$ cat config.mk
export PLATFORM = sky130hd
export DESIGN_NAME = utf8_stream_validator
export DESIGN_NICKNAME = d
export VERILOG_FILES = /design/src/hdl/usv_pkg.sv /design/src/hdl/utf8_stream_validator.sv /design/src/hdl/usv_front.sv /design/src/hdl/usv_queue.sv /design/src/hdl/usv_back.sv
export SDC_FILE = /design/constraint.sdc
export NUM_CORES = 1
export LEC_CHECK = 0
export BUFFER_PORTS_ARGS = -buffer_cell sky130_fd_sc_hd__buf_2
export CAP_MARGIN = 30
export CELL_PAD_IN_SITES_DETAIL_PLACEMENT = 1
export CELL_PAD_IN_SITES_GLOBAL_PLACEMENT = 1
export CORE_UTILIZATION = 35
export DETAILED_ROUTE_END_ITERATION = 12
export PLACE_DENSITY = 0.6
export SLEW_MARGIN = 20
export SYNTH_ARGS = -nofsm -noshare
export SYNTH_HDL_FRONTEND = slang
export SYNTH_SLANG_ARGS = --single-unit
export TNS_END_PERCENT = 50
$ cat constraint.sdc
create_clock -name clk -period 4.5 [get_ports clk]
set_input_delay 0.45 -clock clk [delete_from_list [all_inputs] [get_ports clk]]
set_output_delay 0.45 -clock clk [all_outputs]
set_load 0.05 [all_outputs]
$ cat src/hdl/usv_pkg.sv
// Shared types, constants and codes for the UTF-8 stream validator.
package usv_pkg;

	// configuration port
	localparam int unsigned APB_ADDR_W = 3;
	localparam int unsigned APB_DATA_W = 32;
	localparam logic [0:0] REG_TOLERATE_TAIL = 1'b0;

	// queue between front and back
	localparam int unsigned QUEUE_DEPTH = 4;
	localparam int unsigned QUEUE_PTR_W = $clog2(QUEUE_DEPTH);
	localparam int unsigned QUEUE_CNT_W = $clog2(QUEUE_DEPTH + 1);

	// scalar value limits
	localparam logic [20:0] CP_MIN_2 = 21'h000080;
	localparam logic [20:0] CP_MIN_3 = 21'h000800;
	localparam logic [20:0] CP_MIN_4 = 21'h010000;
	localparam logic [20:0] CP_SURR_LO = 21'h00D800;
	localparam logic [20:0] CP_SURR_HI = 21'h00DFFF;
	localparam logic [20:0] CP_MAX = 21'h10FFFF;

	// lead byte bounds
	localparam logic [7:0] LEAD2_MIN = 8'hC2;
	localparam logic [7:0] LEAD4_MAX = 8'hF4;

	// byte order mark codes
	localparam logic [2:0] BOM_NONE = 3'd0;
	localparam logic [2:0] BOM_UTF8 = 3'd1;
	localparam logic [2:0] BOM_UTF16LE = 3'd2;
	localparam logic [2:0] BOM_UTF16BE = 3'd3;
	localparam logic [2:0] BOM_UTF32LE = 3'd4;
	localparam logic [2:0] BOM_UTF32BE = 3'd5;

	typedef enum logic [2:0] {
		CLS_ASCII = 3'd0,
		CLS_CONT = 3'd1,
		CLS_LEAD2 = 3'd2,
		CLS_LEAD3 = 3'd3,
		CLS_LEAD4 = 3'd4,
		CLS_BAD = 3'd5
	} byte_class_t;

	typedef struct packed {
		logic [7:0] data_byte;
		logic last_byte;
	} byte_item_t;

	typedef struct packed {
		logic utf8_valid;
		logic [2:0] bom_kind;
	} verdict_t;

	// classified byte as it travels through the queue
	typedef struct packed {
		byte_class_t cls;
		logic [5:0] payload;
		logic [7:0] raw;
		logic last;
	} queue_entry_t;

endpackage

$ cat src/hdl/utf8_stream_validator.sv
// Strict UTF-8 byte stream validator: top level with the configuration port.
// Throughput: one byte per cycle while the queue has room; the verdict may wait on the output
// while bytes flow in, but a later last byte is held until that verdict is taken. The last
// byte is registered in the four-entry classified-byte queue, then in the output register.
// Reset: asynchronous, clears the stream state and queue, tolerate_tail returns to 0.
module utf8_stream_validator
	import usv_pkg::*;
(
	input  logic clk,
	input  logic arst_n,
	input  logic psel,
	input  logic penable,
	input  logic pwrite,
	input  logic [APB_ADDR_W-1:0] paddr,
	input  logic [APB_DATA_W-1:0] pwdata,
	output logic [APB_DATA_W-1:0] prdata,
	output logic pready,
	input  logic byte_valid,
	output logic byte_ready,
	input  byte_item_t byte_item,
	output logic verdict_valid,
	input  logic verdict_ready,
	output verdict_t verdict
);

	logic tolerate_q;
	logic push_valid;
	logic push_ready;
	queue_entry_t push_entry;
	logic pop_valid;
	logic pop_ready;
	queue_entry_t pop_entry;
	logic reg_sel;

	assign pready = 1'b1;
	assign reg_sel = (paddr[APB_ADDR_W-1:2] == REG_TOLERATE_TAIL);

	always_ff @(posedge clk or negedge arst_n) begin
		if (!arst_n) begin
			tolerate_q <= 1'b0;
		end else if (psel && penable && pwrite && pready && reg_sel) begin
			tolerate_q <= pwdata[0];
		end
	end

	assign prdata = reg_sel ? {{(APB_DATA_W-1){1'b0}}, tolerate_q} : '0;

	usv_front u_front (
		.byte_valid (byte_valid),
		.byte_ready (byte_ready),
		.byte_item (byte_item),
		.push_valid (push_valid),
		.push_ready (push_ready),
		.push_entry (push_entry)
	);

	usv_queue u_queue (
		.clk (clk),
		.arst_n (arst_n),
		.push_valid (push_valid),
		.push_ready (push_ready),
		.push_entry (push_entry),
		.pop_valid (pop_valid),
		.pop_ready (pop_ready),
		.pop_entry (pop_entry)
	);

	usv_back u_back (
		.clk (clk),
		.arst_n (arst_n),
		.tolerate_tail (tolerate_q),
		.pop_valid (pop_valid),
		.pop_ready (pop_ready),
		.pop_entry (pop_entry),
		.verdict_valid (verdict_valid),
		.verdict_ready (verdict_ready),
		.verdict (verdict)
	);

endmodule

$ cat src/hdl/usv_front.sv
// Front end: accepts stream bytes and classifies them for the queue.
module usv_front
	import usv_pkg::*;
(
	input  logic byte_valid,
	output logic byte_ready,
	input  byte_item_t byte_item,
	output logic push_valid,
	input  logic push_ready,
	output queue_entry_t push_entry
);

	logic [7:0] b;

	assign b = byte_item.data_byte;
	assign byte_ready = push_ready;
	assign push_valid = byte_valid;

	always_comb begin
		push_entry.raw = b;
		push_entry.last = byte_item.last_byte;
		push_entry.payload = 6'd0;
		push_entry.cls = CLS_BAD;
		if (b[7] == 1'b0) begin
			push_entry.cls = CLS_ASCII;
		end else if (b[7:6] == 2'b10) begin
			push_entry.cls = CLS_CONT;
			push_entry.payload = b[5:0];
		end else if (b[7:5] == 3'b110) begin
			// C0 and C1 can only start overlong forms
			if (b >= LEAD2_MIN) begin
				push_entry.cls = CLS_LEAD2;
				push_entry.payload = {1'b0, b[4:0]};
			end
		end else if (b[7:4] == 4'b1110) begin
			push_entry.cls = CLS_LEAD3;
			push_entry.payload = {2'b00, b[3:0]};
		end else if (b[7:3] == 5'b11110) begin
			if (b <= LEAD4_MAX) begin
				push_entry.cls = CLS_LEAD4;
				push_entry.payload = {3'b000, b[2:0]};
			end
		end
	end

endmodule

$ cat src/hdl/usv_queue.sv
// Short FIFO of classified bytes between front and back.
module usv_queue
	import usv_pkg::*;
(
	input  logic clk,
	input  logic arst_n,
	input  logic push_valid,
	output logic push_ready,
	input  queue_entry_t push_entry,
	output logic pop_valid,
	input  logic pop_ready,
	output queue_entry_t pop_entry
);

	queue_entry_t entries_q [QUEUE_DEPTH];
	logic [QUEUE_PTR_W-1:0] wr_ptr_q;
	logic [QUEUE_PTR_W-1:0] rd_ptr_q;
	logic [QUEUE_CNT_W-1:0] count_q;
	logic do_push;
	logic do_pop;

	assign push_ready = (count_q != QUEUE_CNT_W'(QUEUE_DEPTH));
	assign pop_valid = (count_q != '0);
	assign pop_entry = entries_q[rd_ptr_q];
	assign do_push = push_valid && push_ready;
	assign do_pop = pop_valid && pop_ready;

	always_ff @(posedge clk) begin
		if (do_push) begin
			entries_q[wr_ptr_q] <= push_entry;
		end
	end

	always_ff @(posedge clk or negedge arst_n) begin
		if (!arst_n) begin
			wr_ptr_q <= '0;
			rd_ptr_q <= '0;
			count_q <= '0;
		end else begin
			if (do_push) begin
				wr_ptr_q <= wr_ptr_q + 1'b1;
			end
			if (do_pop) begin
				rd_ptr_q <= rd_ptr_q + 1'b1;
			end
			case ({do_push, do_pop})
				2'b10: count_q <= count_q + 1'b1;
				2'b01: count_q <= count_q - 1'b1;
				default: count_q <= count_q;
			endcase
		end
	end

endmodule

$ cat src/hdl/usv_back.sv
// Back end: sequence tracking, mark capture and the registered verdict.
module usv_back
	import usv_pkg::*;
(
	input  logic clk,
	input  logic arst_n,
	input  logic tolerate_tail,
	input  logic pop_valid,
	output logic pop_ready,
	input  queue_entry_t pop_entry,
	output logic verdict_valid,
	input  logic verdict_ready,
	output verdict_t verdict
);

	logic [1:0] pending_q;
	logic [1:0] seq_len_q;
	logic [20:0] code_point_q;
	logic error_q;
	logic ok_seg_q;
	logic [7:0] head_q [4];
	logic [2:0] head_cnt_q;
	logic out_valid_q;
	verdict_t out_q;

	logic [1:0] pending_n;
	logic [1:0] seq_len_n;
	logic [20:0] code_point_n;
	logic error_n;
	logic ok_seg_n;
	logic [7:0] head_n [4];
	logic [2:0] head_cnt_n;
	logic [20:0] cp_min;
	logic valid_n;
	logic [2:0] bom_n;
	logic take;

	// a non-final byte never waits on the output side
	assign pop_ready = !pop_entry.last || !out_valid_q || verdict_ready;
	assign take = pop_valid && pop_ready;
	assign verdict_valid = out_valid_q;
	assign verdict = out_q;

	always_comb begin
		case (seq_len_q)
			2'd1: cp_min = CP_MIN_2;
			2'd2: cp_min = CP_MIN_3;
			default: cp_min = CP_MIN_4;
		endcase
	end

	always_comb begin
		head_n = head_q;
		head_cnt_n = head_cnt_q;
		if (head_cnt_q[2] == 1'b0) begin
			head_n[head_cnt_q[1:0]] = pop_entry.raw;
			head_cnt_n = head_cnt_q + 3'd1;
		end

		pending_n = pending_q;
		seq_len_n = seq_len_q;
		code_point_n = code_point_q;
		error_n = error_q;
		ok_seg_n = ok_seg_q;
		if (pop_entry.cls == CLS_CONT) begin
			if (pending_q == 2'd0) begin
				error_n = 1'b1;
			end else begin
				code_point_n = {code_point_q[14:0], pop_entry.payload};
				pending_n = pending_q - 2'd1;
				if (pending_q == 2'd1) begin
					if (code_point_n < cp_min) error_n = 1'b1;
					if (code_point_n >= CP_SURR_LO && code_point_n <= CP_SURR_HI) begin
						error_n = 1'b1;
					end
					if (code_point_n > CP_MAX) error_n = 1'b1;
				end
			end
		end else begin
			// snapshot the verdict before this segment starts
			ok_seg_n = !error_q && (pending_q == 2'd0);
			if (pending_q != 2'd0) begin
				error_n = 1'b1;
				pending_n = 2'd0;
			end
			case (pop_entry.cls)
				CLS_ASCII: ;
				CLS_LEAD2: begin
					pending_n = 2'd1;
					seq_len_n = 2'd1;
					code_point_n = {15'd0, pop_entry.payload};
				end
				CLS_LEAD3: begin
					pending_n = 2'd2;
					seq_len_n = 2'd2;
					code_point_n = {15'd0, pop_entry.payload};
				end
				CLS_LEAD4: begin
					pending_n = 2'd3;
					seq_len_n = 2'd3;
					code_point_n = {15'd0, pop_entry.payload};
				end
				default: error_n = 1'b1;
			endcase
		end

		valid_n = tolerate_tail ? ok_seg_n : (!error_n && pending_n == 2'd0);

		// UTF-32 marks take priority over the shorter ones
		if (head_cnt_n[2] && head_n[0] == 8'h00 && head_n[1] == 8'h00
				&& head_n[2] == 8'hFE && head_n[3] == 8'hFF) begin
			bom_n = BOM_UTF32BE;
		end else if (head_cnt_n[2] && head_n[0] == 8'hFF && head_n[1] == 8'hFE
				&& head_n[2] == 8'h00 && head_n[3] == 8'h00) begin
			bom_n = BOM_UTF32LE;
		end else if (head_cnt_n >= 3'd3 && head_n[0] == 8'hEF && head_n[1] == 8'hBB
				&& head_n[2] == 8'hBF) begin
			bom_n = BOM_UTF8;
		end else if (head_cnt_n >= 3'd2 && head_n[0] == 8'hFF && head_n[1] == 8'hFE) begin
			bom_n = BOM_UTF16LE;
		end else if (head_cnt_n >= 3'd2 && head_n[0] == 8'hFE && head_n[1] == 8'hFF) begin
			bom_n = BOM_UTF16BE;
		end else begin
			bom_n = BOM_NONE;
		end
	end

	always_ff @(posedge clk or negedge arst_n) begin
		if (!arst_n) begin
			pending_q <= 2'd0;
			seq_len_q <= 2'd0;
			code_point_q <= 21'd0;
			error_q <= 1'b0;
			ok_seg_q <= 1'b1;
			head_q <= '{default: 8'h00};
			head_cnt_q <= 3'd0;
			out_valid_q <= 1'b0;
		end else begin
			if (take && pop_entry.last) begin
				out_valid_q <= 1'b1;
			end else if (verdict_ready) begin
				out_valid_q <= 1'b0;
			end
			if (take) begin
				if (pop_entry.last) begin
					// stream done: return to the start-of-stream state
					pending_q <= 2'd0;
					seq_len_q <= 2'd0;
					code_point_q <= 21'd0;
					error_q <= 1'b0;
					ok_seg_q <= 1'b1;
					head_q <= '{default: 8'h00};
					head_cnt_q <= 3'd0;
				end else begin
					pending_q <= pending_n;
					seq_len_q <= seq_len_n;
					code_point_q <= code_point_n;
					error_q <= error_n;
					ok_seg_q <= ok_seg_n;
					head_q <= head_n;
					head_cnt_q <= head_cnt_n;
				end
			end
		end
	end

	always_ff @(posedge clk) begin
		if (take && pop_entry.last) begin
			out_q.utf8_valid <= valid_n;
			out_q.bom_kind <= bom_n;
		end
	end

endmodule

==> run metrics <==
outcome=finished, final reports clean; Area Growth Syn to Fin=13.6%; root buffer cell=clkbuf_16; Residual DRC=0; register area=roughly 0.004 sq mm; Placer Congestion=between 0.8 and 0.9; core box area=approximately 0.019 sq mm; Worst Path Required=4.85 ns; Ys Warns=0; Routed WL per cell=18.3 microns; Setup crit start kind=flop; fraction of registers with async set/reset=0.461; Yosys top cell area share=0.337; worst-skew pair later-pin latency=0.42 ns; most common cell in the netlist=edfxtp_1; Synth area leaders=edfxtp_1, dfrtp_1, mux4_2, a22o_1, buf_4; Max Cap Violations=0; final net count=646; DIE AREA=0.0199 sq mm; worst-path fanout max=27; DRT antenna net count=0; min-delay src=byte_item[0]; final wirelength=around 16,000 microns; Synth Instances=550; multi-input logic area=0.00256 sq mm; die height=approximately 140 microns; hpwl dp=approximately 11,000 microns; RSZ-0062 raised after global routing=false; Fmax achieved=~0.3 GHz; Final setup viols=0; IO Count=90; routed vias=between 4,000 and 5,000; CTS Buf Count=17; Crit Path Category=flop to flop; Inserted Diodes=0; Via density=about 5.2; global route total overflow=0; r2r endpoint=u_queue.count_q[2]; Avg Inst Size Synth=12.3 sq um; crit path DAT=~3.7 ns; 1st-pass router iterations=5; R2R Setup Slk=1.12 ns; setup TNS=0 ns; final core utilization=0.409; Seq/Total Area, Yosys=0.577; Lkg Pwr=0.00307 uW; largest net degree at the start of global routing=46; First DRT Iteration DRCs=about 250; Slew Viols, Final=0; Final Hold Viols=0; Hold Crit Endpoint=u_queue.entries_q[2][0]; dpl cell area=a little over 0.007 sq mm; Initial Util=0.360; EDFF count, synth=76; R2R depth=9; WHS Path Cells=1; Die X=between 100 and 150 microns; global-route wire length before repair=approximately 26,000 microns; final worst path period need=3.38 ns; main flop type after synthesis=edfxtp_1; Final Skew=~0.0067 ns; Pwr per Cell Area=between 700 and 800 mW/mm^2; # H-tree levels=4; vias in the first global route=about 4,700; synthesized area=around 0.0068 sq mm; post-CTS sizing=0; register bit count reported by yosys=around 140; fill cell count=around 2,000; Final Cycle Share=0.751; CTS Buffer Depth=2; FP Rows=50; Slew @ Worst Pin=~0.78 ns; Tot GR Track Use=0.171; CTS tree=done; Hold Crit Class=input pin to flop; reg-to-reg critical path startpoint=u_queue.rd_ptr_q[0]; Rel. slew slack=0.479; clock tree sinks=about 140; Netlist cell types=between 60 and 70; most frequent cells after synthesis=edfxtp_1, dfrtp_1, nand2_1; fin area=just under 0.008 sq mm; initial antenna violation count=0; Clock transition at path regs=0.06 ns; IO buf count=24; layout cell share with drive strength beyond 1=0.155; leading area contributor after synthesis=edfxtp_1; worst vdd ir=0.325 mV; endpoint class of the critical path=flop
==> where the power goes <==
group | leakage [uW] | internal (uW) | total (uW) | switching (uW)
clock network | 0.000277 | 868 | 1420 | 555
logic | 0.00122 | 843 | 2340 | 1490
registers | 0.00157 | 1740 | 2010 | 271
==> logic make-up after synthesis <==
group,share of synthesized area
buf+inv,0.0627
xor+xnor,0.0103
fa+ha+maj,0.0269
mux,0.0847
simple gates,0.125
compound gates,0.112
flops,0.577
other cells,0.00111
==> how the worst max path moves through the flow <==
stage	startpoint	to	slack [ns]	depth (start not counted)
after floorplan	u_queue.rd_ptr_q[0]	u_queue.count_q[2]	1.70	12
after global placement	u_queue.rd_ptr_q[0]	u_queue.count_q[2]	1.11	9
after global routing	u_queue.rd_ptr_q[0]	u_queue.count_q[2]	0.90	9
after detailed placement	u_queue.rd_ptr_q[0]	u_queue.count_q[2]	1.01	9
after CTS	u_queue.rd_ptr_q[0]	u_queue.count_q[2]	1.01	9
final	u_queue.rd_ptr_q[0]	u_queue.count_q[2]	1.12	9
==> layout by cell type, fill, tap and decap left out, types with 13 or more instances in the layout <==
cell type	count
inv_1	19
o21ai_0	30
edfxtp_1	76
ha_1	13
conb_1	32
nor2_1	28
buf_2	24
nand2_1	59
clkbuf_16	17
a22o_1	30
dfrtp_1	64
mux4_2	17
nand3_1	14
nor3_1	15
==> through the flow <==
step,setup slack [ns],std cells,hold slack (ns),power (uW)
2_1_floorplan,1.70,580,0.154,3720
3_3_place_gp,1.11,817,0.420,4260
3_5_place_dp,1.01,820,0.437,4370
4_1_cts,1.01,853,0.250,5820
5_1_grt,0.899,854,0.254,6150
6_report,1.12,854,0.256,5770
==> layer usage <==
metal  wire length (microns)  up-vias  global-route usage  share of wire
met4                     268        0              0.0641          0.017
li1                        -     2048                   -              -
met5                       0        -                   0              0
met2                    7480       89               0.272           0.48
met1                    7440     2283               0.229           0.48
met3                     453       25              0.0360          0.029
==> flip-flops by register name, indices dropped and copies added, names as in the netlist <==
register,flops
u_queue.wr_ptr_q,2
u_back.verdict_valid,1
u_back.error_q,1
u_back.pending_q,2
tolerate_q,1
u_back.code_point_q,15
u_back.seq_len_q,2
u_queue.rd_ptr_q,2
u_back.verdict,4
u_back.head_cnt_q,3
u_back.head_q,32
u_back.ok_seg_q,1
u_queue.entries_q,72
u_queue.count_q,3
==> final cells by class <==
| class | instances | share of cell area |
|---|---|---|
| clock buffers | 17 | 0.0552 |
| repair buffers | 35 | 0.0317 |
| inverters | 19 | 0.00926 |
| flip-flops and latches | 141 | 0.507 |
| clock inverters | 15 | 0.0222 |
| well taps | 260 | 0.0422 |
| multi-input cells | 367 | 0.332 |
==> critical path: stages, from the launching register on <==
cell and delay, ns:
dfrtp_1 0.81, mux4_1 0.68, or2_2 0.54, nand2_1 0.20, ha_1 0.20, inv_1 0.07, fa_1 0.37, xor2_1 0.15
nor2_1 0.13, xor2_1 0.15
==> what timing repair did <==
action	CTS	global route
setup buffers	0	0
hold endpoints to repair	20	0
hold buffers	1	0
Note: power is estimated with default switching activity, not from simulation.
